`src/rtl/lir_pkg.sv`:
```
// Package for the linear interpolation resampler.
// Widths, position constants, command struct. No dependencies.
`timescale 1ns / 1ps

package lir_pkg;

  localparam int SAMPLE_BITS = 24;
  localparam int FRAC_BITS   = 16;
  localparam int STEP_W      = 21;
  localparam int POS_W       = FRAC_BITS + 6;
  localparam int DATA_W      = ((SAMPLE_BITS + 7) / 8) * 8;
  localparam int CLAMP_W     = (STEP_W > POS_W) ? STEP_W : POS_W;
  localparam int PROD_W      = SAMPLE_BITS + FRAC_BITS + 2;

  localparam logic [POS_W-1:0]   ONE_POS    = POS_W'(1) << FRAC_BITS;
  localparam logic [POS_W-1:0]   TWO_POS    = POS_W'(1) << (FRAC_BITS + 1);
  localparam logic [CLAMP_W-1:0] STEP_MIN   = CLAMP_W'(1) << (FRAC_BITS - 4);
  localparam logic [CLAMP_W-1:0] STEP_MAX   = CLAMP_W'(1) << (FRAC_BITS + 4);
  localparam logic [STEP_W-1:0]  STEP_RESET = STEP_W'(65536);
  localparam logic [PROD_W-1:0]  HALF_LSB   = PROD_W'(1) << (FRAC_BITS - 1);

  typedef enum logic [1:0] {
    HOLD_KEEP,
    HOLD_IN,
    HOLD_X
  } hold_sel_t;

  typedef struct packed {
    logic                 load_new;
    hold_sel_t            hold_sel;
    logic                 issue;
    logic [FRAC_BITS-1:0] frac;
    logic                 run_end;
    logic                 stream_end;
  } cmd_t;

endpackage

```
`src/rtl/lir_ctrl.sv`:
```
// Resampler controller: input handshake, step register, position sequencer.
// Drives lir_datapath through cmd_t; uses lir_pkg.
`timescale 1ns / 1ps

module lir_ctrl (
  input  logic                         clk,
  input  logic                         rst_n,
  input  logic                         cfg_wr_en,
  input  logic [lir_pkg::STEP_W-1:0]   cfg_wr_data,
  input  logic                         in_tvalid,
  input  logic                         in_tlast,
  output logic                         in_tready,
  input  logic                         adv,
  output lir_pkg::cmd_t                cmd
);
  import lir_pkg::*;

  typedef enum logic [1:0] {
    S_IDLE,
    S_INTERP,
    S_FLUSH
  } state_t;

  state_t               state_r, state_nxt;
  logic [STEP_W-1:0]    step_r, step_nxt;
  logic [POS_W-1:0]     st_r, st_nxt;
  logic [POS_W-1:0]     pos_r, pos_nxt;
  logic                 last_r, last_nxt;
  logic                 have_r, have_nxt;

  logic [CLAMP_W-1:0]   step_ext;
  logic [CLAMP_W-1:0]   step_cl;
  logic [POS_W-1:0]     pos_sum;
  logic                 in_go;

  assign in_tready = (state_r == S_IDLE);
  assign in_go     = in_tvalid && in_tready;
  assign pos_sum   = pos_r + st_r;

  always_comb begin
    step_ext = CLAMP_W'(step_r);
    if (step_ext < STEP_MIN) begin
      step_cl = STEP_MIN;
    end else if (step_ext > STEP_MAX) begin
      step_cl = STEP_MAX;
    end else begin
      step_cl = step_ext;
    end
  end

  always_comb begin
    state_nxt = state_r;
    step_nxt  = cfg_wr_en ? cfg_wr_data : step_r;
    st_nxt    = st_r;
    pos_nxt   = pos_r;
    last_nxt  = last_r;
    have_nxt  = have_r;

    cmd            = '0;
    cmd.hold_sel   = HOLD_KEEP;
    cmd.frac       = pos_r[FRAC_BITS-1:0];

    case (state_r)
      S_IDLE: begin
        if (in_go) begin
          cmd.load_new = 1'b1;
          st_nxt       = POS_W'(step_cl);
          last_nxt     = in_tlast;
          if (!have_r) begin
            cmd.hold_sel = HOLD_IN;
            have_nxt     = 1'b1;
            pos_nxt      = '0;
            state_nxt    = in_tlast ? S_FLUSH : S_IDLE;
          end else begin
            state_nxt = S_INTERP;
          end
        end
      end
      S_INTERP: begin
        if (pos_r >= ONE_POS) begin
          cmd.hold_sel = HOLD_X;
          pos_nxt      = pos_r - ONE_POS;
          state_nxt    = last_r ? S_FLUSH : S_IDLE;
        end else if (adv) begin
          cmd.issue      = 1'b1;
          cmd.run_end    = (pos_sum >= ONE_POS) && (!last_r || (pos_sum >= TWO_POS));
          cmd.stream_end = last_r && (pos_sum >= TWO_POS);
          pos_nxt        = pos_sum;
        end
      end
      S_FLUSH: begin
        if (pos_r >= ONE_POS) begin
          have_nxt  = 1'b0;
          pos_nxt   = '0;
          state_nxt = S_IDLE;
        end else if (adv) begin
          cmd.issue      = 1'b1;
          cmd.frac       = '0;
          cmd.run_end    = (pos_sum >= ONE_POS);
          cmd.stream_end = (pos_sum >= ONE_POS);
          pos_nxt        = pos_sum;
        end
      end
      default: begin
        state_nxt = S_IDLE;
      end
    endcase
  end

  always_ff @(posedge clk) begin
    if (!rst_n) begin
      state_r <= S_IDLE;
      step_r  <= STEP_RESET;
      st_r    <= '0;
      pos_r   <= '0;
      last_r  <= 1'b0;
      have_r  <= 1'b0;
    end else begin
      state_r <= state_nxt;
      step_r  <= step_nxt;
      st_r    <= st_nxt;
      pos_r   <= pos_nxt;
      last_r  <= last_nxt;
      have_r  <= have_nxt;
    end
  end

endmodule

```
`src/rtl/lir_datapath.sv`:
```
// Resampler datapath: sample registers, multiply stage, round/add stage, output register.
// Commanded by lir_ctrl through cmd_t; uses lir_pkg.
`timescale 1ns / 1ps

module lir_datapath (
  input  logic                           clk,
  input  logic                           rst_n,
  input  lir_pkg::cmd_t                  cmd,
  input  logic [lir_pkg::SAMPLE_BITS-1:0] sample_in,
  output logic                           adv,
  output logic                           out_tvalid,
  input  logic                           out_tready,
  output logic [lir_pkg::SAMPLE_BITS-1:0] sample_out,
  output logic                           run_end,
  output logic                           stream_end
);
  import lir_pkg::*;

  logic signed [SAMPLE_BITS-1:0] x_r, held_r;
  logic signed [SAMPLE_BITS-1:0] base_r;
  logic signed [PROD_W-1:0]      prod_r;
  logic                          s1_valid_r, s1_run_r, s1_stream_r;
  logic                          out_valid_r, out_run_r, out_stream_r;
  logic [SAMPLE_BITS-1:0]        out_data_r;

  logic signed [SAMPLE_BITS:0]   diff;
  logic signed [PROD_W-1:0]      prod_nxt;
  logic signed [PROD_W-1:0]      rnd;
  logic signed [PROD_W-1:0]      shifted;
  logic signed [SAMPLE_BITS+1:0] sum;

  assign adv = !out_valid_r || out_tready;

  assign diff     = (SAMPLE_BITS+1)'(x_r) - (SAMPLE_BITS+1)'(held_r);
  assign prod_nxt = PROD_W'(diff) * $signed({{(PROD_W-FRAC_BITS){1'b0}}, cmd.frac});
  assign rnd      = prod_r + $signed(HALF_LSB);
  assign shifted  = rnd >>> FRAC_BITS;
  assign sum      = (SAMPLE_BITS+2)'(base_r) + shifted[SAMPLE_BITS+1:0];

  always_ff @(posedge clk) begin
    if (cmd.load_new) begin
      x_r <= sample_in;
    end
    case (cmd.hold_sel)
      HOLD_IN:   held_r <= sample_in;
      HOLD_X:    held_r <= x_r;
      default:   held_r <= held_r;
    endcase
    if (adv) begin
      if (cmd.issue) begin
        prod_r      <= prod_nxt;
        base_r      <= held_r;
        s1_run_r    <= cmd.run_end;
        s1_stream_r <= cmd.stream_end;
      end
      if (s1_valid_r) begin
        out_data_r   <= sum[SAMPLE_BITS-1:0];
        out_run_r    <= s1_run_r;
        out_stream_r <= s1_stream_r;
      end
    end
  end

  always_ff @(posedge clk) begin
    if (!rst_n) begin
      s1_valid_r  <= 1'b0;
      out_valid_r <= 1'b0;
    end else if (adv) begin
      s1_valid_r  <= cmd.issue;
      out_valid_r <= s1_valid_r;
    end
  end

  assign out_tvalid = out_valid_r;
  assign sample_out = out_data_r;
  assign run_end    = out_run_r;
  assign stream_end = out_stream_r;

endmodule

```
`src/rtl/linear_interp_resampler.sv`:
```
// Top level of the linear interpolation resampler for one channel.
// Instantiates lir_ctrl and lir_datapath; uses lir_pkg.
//
//   channel  direction  handshake                 payload
//   in_      slave      in_tvalid / in_tready     tdata: sample_in; tlast: stream_last
//   out_     master     out_tvalid / out_tready   tdata: sample_out; tlast: run_end;
//                                                 tuser: stream_end
//   cfg_     write      cfg_wr_en                 cfg_wr_data: step
//
// The position sequencer issues one result per cycle while the result path advances,
// into a two-stage multiply/round path: each input's results, a step onto the input,
// then after stream_last the flush results. Results pass the multiply register, then
// the output register. Reset is synchronous, active low; step resets to 1.0.
// out_tready low with a result waiting freezes the result path and issue; a new input
// is taken once the sequencer is idle, even while results are in flight or waiting.
`timescale 1ns / 1ps

module linear_interp_resampler (
  input  logic                          clk,
  input  logic                          rst_n,
  input  logic                          cfg_wr_en,
  input  logic [lir_pkg::STEP_W-1:0]    cfg_wr_data,
  input  logic                          in_tvalid,
  output logic                          in_tready,
  input  logic [lir_pkg::DATA_W-1:0]    in_tdata,   // sample_in
  input  logic                          in_tlast,   // stream_last
  output logic                          out_tvalid,
  input  logic                          out_tready,
  output logic [lir_pkg::DATA_W-1:0]    out_tdata,  // sample_out
  output logic                          out_tlast,  // run_end
  output logic [0:0]                    out_tuser   // stream_end
);
  import lir_pkg::*;

  cmd_t                   cmd;
  logic                   adv;
  logic [SAMPLE_BITS-1:0] sample_out;
  logic                   stream_end;

  lir_ctrl u_ctrl (
    .clk         (clk),
    .rst_n       (rst_n),
    .cfg_wr_en   (cfg_wr_en),
    .cfg_wr_data (cfg_wr_data),
    .in_tvalid   (in_tvalid),
    .in_tlast    (in_tlast),
    .in_tready   (in_tready),
    .adv         (adv),
    .cmd         (cmd)
  );

  lir_datapath u_dp (
    .clk        (clk),
    .rst_n      (rst_n),
    .cmd        (cmd),
    .sample_in  (in_tdata[SAMPLE_BITS-1:0]),
    .adv        (adv),
    .out_tvalid (out_tvalid),
    .out_tready (out_tready),
    .sample_out (sample_out),
    .run_end    (out_tlast),
    .stream_end (stream_end)
  );

  assign out_tdata = DATA_W'(sample_out);
  assign out_tuser = stream_end;

endmodule
```
`config.mk`:
```
export PLATFORM = sky130hd
export DESIGN_NAME = linear_interp_resampler
export DESIGN_NICKNAME = d
export VERILOG_FILES = /design/src/rtl/lir_pkg.sv /design/src/rtl/lir_ctrl.sv /design/src/rtl/lir_datapath.sv /design/src/rtl/linear_interp_resampler.sv
export SDC_FILE = /design/constraint.sdc
export NUM_CORES = 1
export LEC_CHECK = 0
export ABC_AREA = 1
export BUFFER_PORTS_ARGS = -buffer_cell sky130_fd_sc_hd__buf_2
export CAP_MARGIN = 0
export CELL_PAD_IN_SITES_DETAIL_PLACEMENT = 1
export CELL_PAD_IN_SITES_GLOBAL_PLACEMENT = 2
export CORE_MARGIN = 3
export CORE_UTILIZATION = 40
export CTS_CLUSTER_DIAMETER = 100
export DETAILED_ROUTE_END_ITERATION = 8
export HOLD_SLACK_MARGIN = 0.06
export MAX_ROUTING_LAYER = met4
export PLACE_DENSITY_LB_ADDON = 0.1
export SKIP_LAST_GASP = 1
export SLEW_MARGIN = 5
export SYNTH_ARGS = -nofsm -noshare
export SYNTH_HDL_FRONTEND = slang
export SYNTH_HIERARCHICAL = 1
export SYNTH_SLANG_ARGS = --single-unit
```
`constraint.sdc`:
```
create_clock -name clk -period 8.4 [get_ports clk]
set_input_delay 0 -clock clk [delete_from_list [all_inputs] [get_ports clk]]
set_output_delay 0 -clock clk [all_outputs]
set_load 0.01 [all_outputs]
```
# [Word-level counts from Yosys, hierarchy flattened]
# Cells that the tools add are included.
[classes] n_addsub=5 mul=1 n_div=0 magnitude_cmp=5 eq_ne=8 n_shift=0 mux=32 bitwise=0 reduce_logical=17
[op_table] cell="22-bit 2-to-1 mux" n=6
[op_table] cell="22-bit case mux with 3 select lines" n=1
[op_table] cell="24-bit case mux with 2 select lines" n=1
[op_table] cell="22-bit by 17-bit greater-or-equal comparator with 1-bit output, second input constant" n=2
[op_table] cell="40-bit by 17-bit adder with 40-bit output, second input constant" n=1
[op_table] cell="25-bit by 17-bit multiplier with 40-bit output" n=1
[op_table] cell="19-bit 2-to-1 mux" n=2
[op_table] cell="24-bit by 24-bit subtractor with 25-bit output" n=1
[op_table] cell="24-bit adder" n=1
[op_table] cell="22-bit adder" n=1
[op_table] cell="22-bit by 18-bit greater-or-equal comparator with 1-bit output, second input constant" n=1
[op_table] cell="22-bit by 17-bit subtractor with 22-bit output, second input constant" n=1
[op_table] cell="21-bit greater-than comparator, second input constant" n=1
[op_table] cell="21-bit by 13-bit < comparator with 1-bit output, second input constant" n=1
[op_table] cell="21-bit 2-to-1 mux" n=1
[op_table] cell="16-bit 2-to-1 mux" n=1
[op_table] cell="2-bit 2-to-1 mux" n=8
[op_table] cell="3-bit AND reduction" n=3
[op_table] cell="2-bit case mux with 2 select lines" n=2
[op_table] cell="1-bit 2-to-1 mux" n=6
[op_table] cell="2-bit case mux with 3 select lines" n=1
[op_table] cell="2-bit AND reduction" n=3
[op_table] cell="2-bit by 1-bit == test with 1-bit output, second input constant" n=2
[op_table] cell="2-bit == test, second input constant" n=2
[op_table] cell="other kinds (10)" n=18
[totals] register_bits=211 latch_bits=0 ram_bits=0 romBits=0 input_bits=51 out_inout_bits=28 word_cells=85 memories=0

# [Depth between registers and ports, before layout]
[logic_depth] depth_word=6 mapped_depth=42 ltp_nobuf=42

# [Modules after synthesis]
# Netlist, hierarchy kept.
[modules_own_cells] mod="lir_datapath" instances=1 cells_per_inst=2600 area_per_inst_um2=21874.7
[modules_own_cells] mod="lir_ctrl" instances=1 cells_per_inst=737 area_per_inst_um2=4670.7

# [Least setup slack after synthesis]
# No wires, ideal clock.
[synth_timing] kind="reg2reg" startpoint="register u_dp.held_r[0]" endpoint="register u_dp.prod_r[39] (data pin)" setup_ps=252 arrival_time_ps=6702 required_time_ps=8148 slack_ps=1445 path_stages_with_launch=37 path_buffers=1 synth_period_minus_slack_ps=6955 cell_sequence="edfxtp_1 > ha_1 > fa_1 > inv_1 > nand2_1 > nand2_1 > nand3_1 > nand2_2 > nand2_1 > nand4_2 > nand2_2 > nor2_1 > inv_1 > fa_1 > inv_1 > fa_1 > buf_1 > xnor2_1 > o21ai_0 > fa_1 > fa_1 > inv_1 > fa_1 > inv_1 > ha_1 > nand2_1 > inv_1 > nand3_1 > inv_1 > a22oi_1 > nand2_1 > a21oi_1 > nand2_1 > nor2_1 > inv_1 > nand2_1 > nand2_1"
[synth_between] elab_chain_len=2
[synth_rtl] element="start, declared" line="lir_datapath.sv:19" rtl="logic signed [SAMPLE_BITS-1:0] x_r, held_r;"
[synth_rtl] element="start signal, assigned" line="lir_datapath.sv:45" rtl="HOLD_IN: held_r <= sample_in;"
[synth_rtl] element="start signal, assigned" line="lir_datapath.sv:46" rtl="HOLD_X: held_r <= x_r;"
[synth_rtl] element="start signal, assigned" line="lir_datapath.sv:47" rtl="default: held_r <= held_r;"
[synth_rtl] element="24-bit by 24-bit subtractor with 25-bit output" line="lir_datapath.sv:34" rtl="assign diff = (SAMPLE_BITS+1)'(x_r) - (SAMPLE_BITS+1)'(held_r);"
[synth_rtl] element="25-bit by 17-bit multiplier with 40-bit output" line="lir_datapath.sv:35" rtl="assign prod_nxt = PROD_W'(diff) * $signed({{(PROD_W-FRAC_BITS){1'b0}}, cmd.frac});"
[synth_rtl] element="named net u_dp.prod_nxt[39]" line="lir_datapath.sv:27" rtl="logic signed [PROD_W-1:0] prod_nxt;"
[synth_rtl] element="end signal, assigned" line="lir_datapath.sv:51" rtl="prod_r <= prod_nxt;"
[synth_rtl] element="end, declared" line="lir_datapath.sv:21" rtl="logic signed [PROD_W-1:0] prod_r;"
# The timed path passes the listed nets, and every way through them passes these cells.
# A chain may end at the register's enable or synchronous reset.

# [Worst setup path after layout]
# Same ends and word-level chain as after synthesis.

==> results.py <==
metrics = {
    "cells_and_area": {
        "syn2layout_area_growth_pct": 11.6,
        "fin_area_um2": 29600,
        "fin_nets": 4101,
        "n_fill_cell": 7976,
        "drive_gt1_share_pct": 8.99,
    },
    "logic_synthesis": {
        "synthTopCellsByArea": "fa_1 (28%), edfxtp_1 (14%), inv_1 (11%)",
        "synth_top_area_share_pct": 28.2,
        "synth_fp_nets": 3935,
        "syn_area_um2": 26500,
        "avgSynthCellArea_um2": 7.95,
        "ys_seq_area_share_pct": 19.4,
        "syn_inst": 3337,
        "synth_commonest_cells": "inv_1 (747), nand2_1 (671), fa_1 (374), nor2_1 (359)",
        "async_flop_share_pct": 0,
        "synth_edf_count": 125,
        "synth_seq_cells": 195,
        "synth_most_common_cell": "inv_1",
        "yosys_warnings": 6,
        "synth_ff_type": "edfxtp_1",
        "yosysTopAreaCell": "fa_1",
        "yosysUniqueCellTypes": 65,
    },
    "power_and_ir_drop": {
        "power_frac_seq_pct": 26.3,
        "power_frac_comb_pct": 57.3,
        "pwr_density_cell_nw_per_um2": 181,
        "power_switching_mw": 2.75,
        "switching_share_pct": 51.4,
        "leakage_nw": 14.9,
        "clock_power_share_pct": 16.4,
        "ir_worst_vdd_mv": 0.149,
        "p_int_mw": 2.61,
    },
    "critical_path": {
        "slowest_stage": "fa_1",
        "crit_arrival_ns": 8.22,
        "cp-start-kind": "flip-flop",
        "critPathCaptureType": "flip-flop",
        "reg2reg_depth": 37,
        "critPathKind": "reg -> reg",
        "reg2reg_slack_ns": 0.40,
        "endpoint": "u_dp/prod_r[39]$_DFFE_PP_",
        "cp.required_ns": 8.62,
        "reg2reg_from": "u_dp/held_r[0]$_DFFE_PP_",
        "cpPeakStageDelay_ns": 0.55,
        "cp-startpoint": "u_dp/held_r[0]$_DFFE_PP_",
        "reg2reg_to": "u_dp/prod_r[39]$_DFFE_PP_",
        "crit_fanout": 10,
    },
    "sta": {
        "totalNegativeSetupSlack_ns": 0,
        "slew_headroom_pct": 24.2,
        "finalSetupViolations": 0,
        "period_needed_ns": 8.00,
        "fmax_mhz": 125,
        "final.setup.worst_slack_ns": 0.399,
        "worstMarginPinSlew_ns": 1.14,
        "skew_ns": 0.0182,
        "slew_violations": 0,
        "final-hold-violation-count": 0,
        "post-route-period-util_pct": 95.2,
        "rsz0062_at_grt": "true",
    },
    "routing": {
        "viasPerCell": 5.14,
        "drtIter0Drc": 1278,
        "drc": 0,
        "drt-total-wl_mm": 94.3,
        "drtPass1Iterations": 7,
        "avgRoutedWirePerCell_um": 21.6,
        "antenna_left": 0,
        "num_vias": 22500,
    },
    "placement": {
        "place_hpwl_mm": 79.3,
        "pre_cts_slack_ns": -0.0729,
        "post_dp_cell_area_um2": 28300,
        "port_buffers": 78,
        "place_congestion": 0.948,
    },
    "grt": {
        "grt_pass1_wl_mm": 147,
        "grt.met2_usage_pct": 46.1,
        "grt_pass1_vias": 25000,
        "track_usage_pct": 28.3,
        "grt.busiest_layer": "met2",
        "grt_max_degree": 52,
        "met3_usage_pct": 5.00,
        "overflow": 0,
        "antenna_found_initial": 1,
        "met1_usage_pct": 36.8,
    },
    "job": {
        "max_cap_viol_count": 0,
    },
    "hold_path": {
        "worstHoldPathType": "in -> reg",
        "hold_start": "rst_n",
    },
    "floorplanning": {
        "num_rows": 93,
        "die_w_um": 264,
        "start_util_pct": 40.8,
        "die-area_um2": 69500,
        "die_h_um": 264,
        "io_pins": 79,
        "core_area_um2": 65000,
    },
    "clocking": {
        "cts_buffer_depth": 2,
        "numCtsBuffers": 17,
        "cts_tree": "built",
        "insertion_delay_ns": 0.45,
        "clock-root-buffer": "clkbuf_16",
        "h-tree-depth": 4,
        "clock_sink_count": 195,
        "cts.clk_slew.worst_paths_ns": 0.09,
    },
    "outcome": {
        "outcome": "complete, no violations",
    },
}
## worst max-delay path: cells and delay by family (launching register included)
kind          cells  cell delay [ns]
simple gates     21             2.59
fa+ha+maj         9             4.20
flops             1             0.44
buf+inv           7             0.50
## area by class of cell
| cell class | count | area (um^2) | area share (%) |
|---|---|---|---|
| antenna | 1 | 2.50 | 0.00844 |
| clock buffer | 17 | 425 | 1.44 |
| clock inverter | 15 | 180 | 0.608 |
| inverter | 757 | 2870 | 9.67 |
| multi-input combinational | 2308 | 18300 | 61.7 |
| sequential | 195 | 5150 | 17.4 |
| tap | 855 | 1070 | 3.61 |
| timing repair buffer | 224 | 1670 | 5.62 |
## per-stage QoR
stage / instances / hold WS (ns) / utilization [%] / power (mW)
floorplan: 3337 / 0.0989 / - / 3.09
global placement: 4271 / 0.192 / 43.4 / 4.33
detailed placement: 4271 / 0.193 / 43.4 / 4.37
CTS: 4365 / 0.0645 / 45.3 / 5.30
global route: 4372 / 0.105 / 45.6 / 5.68
finish: 4372 / 0.0796 / 45.6 / 5.36
## registers in the layout (all words and copies together), names as in the netlist, 2 cells and up
register         cells
u_dp/prod_r         25
u_dp/sample_out     24
u_dp/held_r         24
u_ctrl/pos_r        22
u_dp/x_r            24
u_dp/base_r         24
u_ctrl/step_r       21
u_ctrl/state_r       2
u_ctrl/st_r         21
## power groups by stage
stage	registers [mW]	logic, mW	clock network, mW
after global routing	1.43	3.31	0.941
after CTS	1.41	2.98	0.902
after detailed placement	1.43	2.94	0
after floorplan	1.39	1.70	0
after global placement	1.42	2.90	0
final	1.41	3.07	0.880
## placed cells by master, fill, tap and decap left out, types with 16 or more instances in the layout
master         synthesis  final
buf_4                  1     82
nand4_1               19     19
dlygate4sd3_1          0     62
xnor2_1               28     28
o21ai_0               90     89
mux2_2                22     22
nand3_1              173    173
dfxtp_1               70     70
a21oi_1              144    143
buf_2                 13     78
nor3_1                18     17
clkbuf_16              0     17
xor2_1                66     66
nor2_1               359    357
edfxtp_1             125    125
nand2_1              671    670
o21bai_1              16     16
or2_2                 24     25
ha_1                 173    173
fa_1                 374    373
inv_1                747    740
## how the worst min path moves through the flow
stage	end	slack [ns]	cells past startpoint
floorplan	u_dp/x_r[0]$_DFFE_PP_	0.1	0
global placement	u_dp/x_r[3]$_DFFE_PP_	0.19	1
detailed placement	u_dp/x_r[3]$_DFFE_PP_	0.19	1
CTS	u_ctrl/step_r[18]$_SDFFE_PN0P_	0.06	3
global route	u_ctrl/step_r[18]$_SDFFE_PN0P_	0.10	3
finish	u_dp/s1_valid_r$_SDFFE_PN0N_	0.08	3
## cells by family after synthesis
kind of cell	Yosys count	synth area share [%]
AND/OR/NAND/NOR	1327	21.1
buffers and inverters	834	12.0
adder cells (fa/ha/maj)	547	36.4
AO/OA/AOI/OAI	312	6.70
flip-flops	195	19.4
XOR/XNOR	99	3.41
multiplexers	23	0.971
## per-layer routing
metal | vias up | share of wire (%)
met4 | 0 | 2.4
met5 | - | 0
met1 | 11400 | 45
li1 | 10500 | -
met2 | 508 | 48
met3 | 104 | 4.9
## repair_timing
item | 4_1_cts | 5_1_grt
pin swaps | 0 | 2
setup buffers | 0 | 6
endpoints found under the setup margin | 3 | 20
resized for setup | 2 | 20
hold endpoints to repair | 73 | 0
hold buffers | 62 | 0
Power figures use the tool's default switching activity.
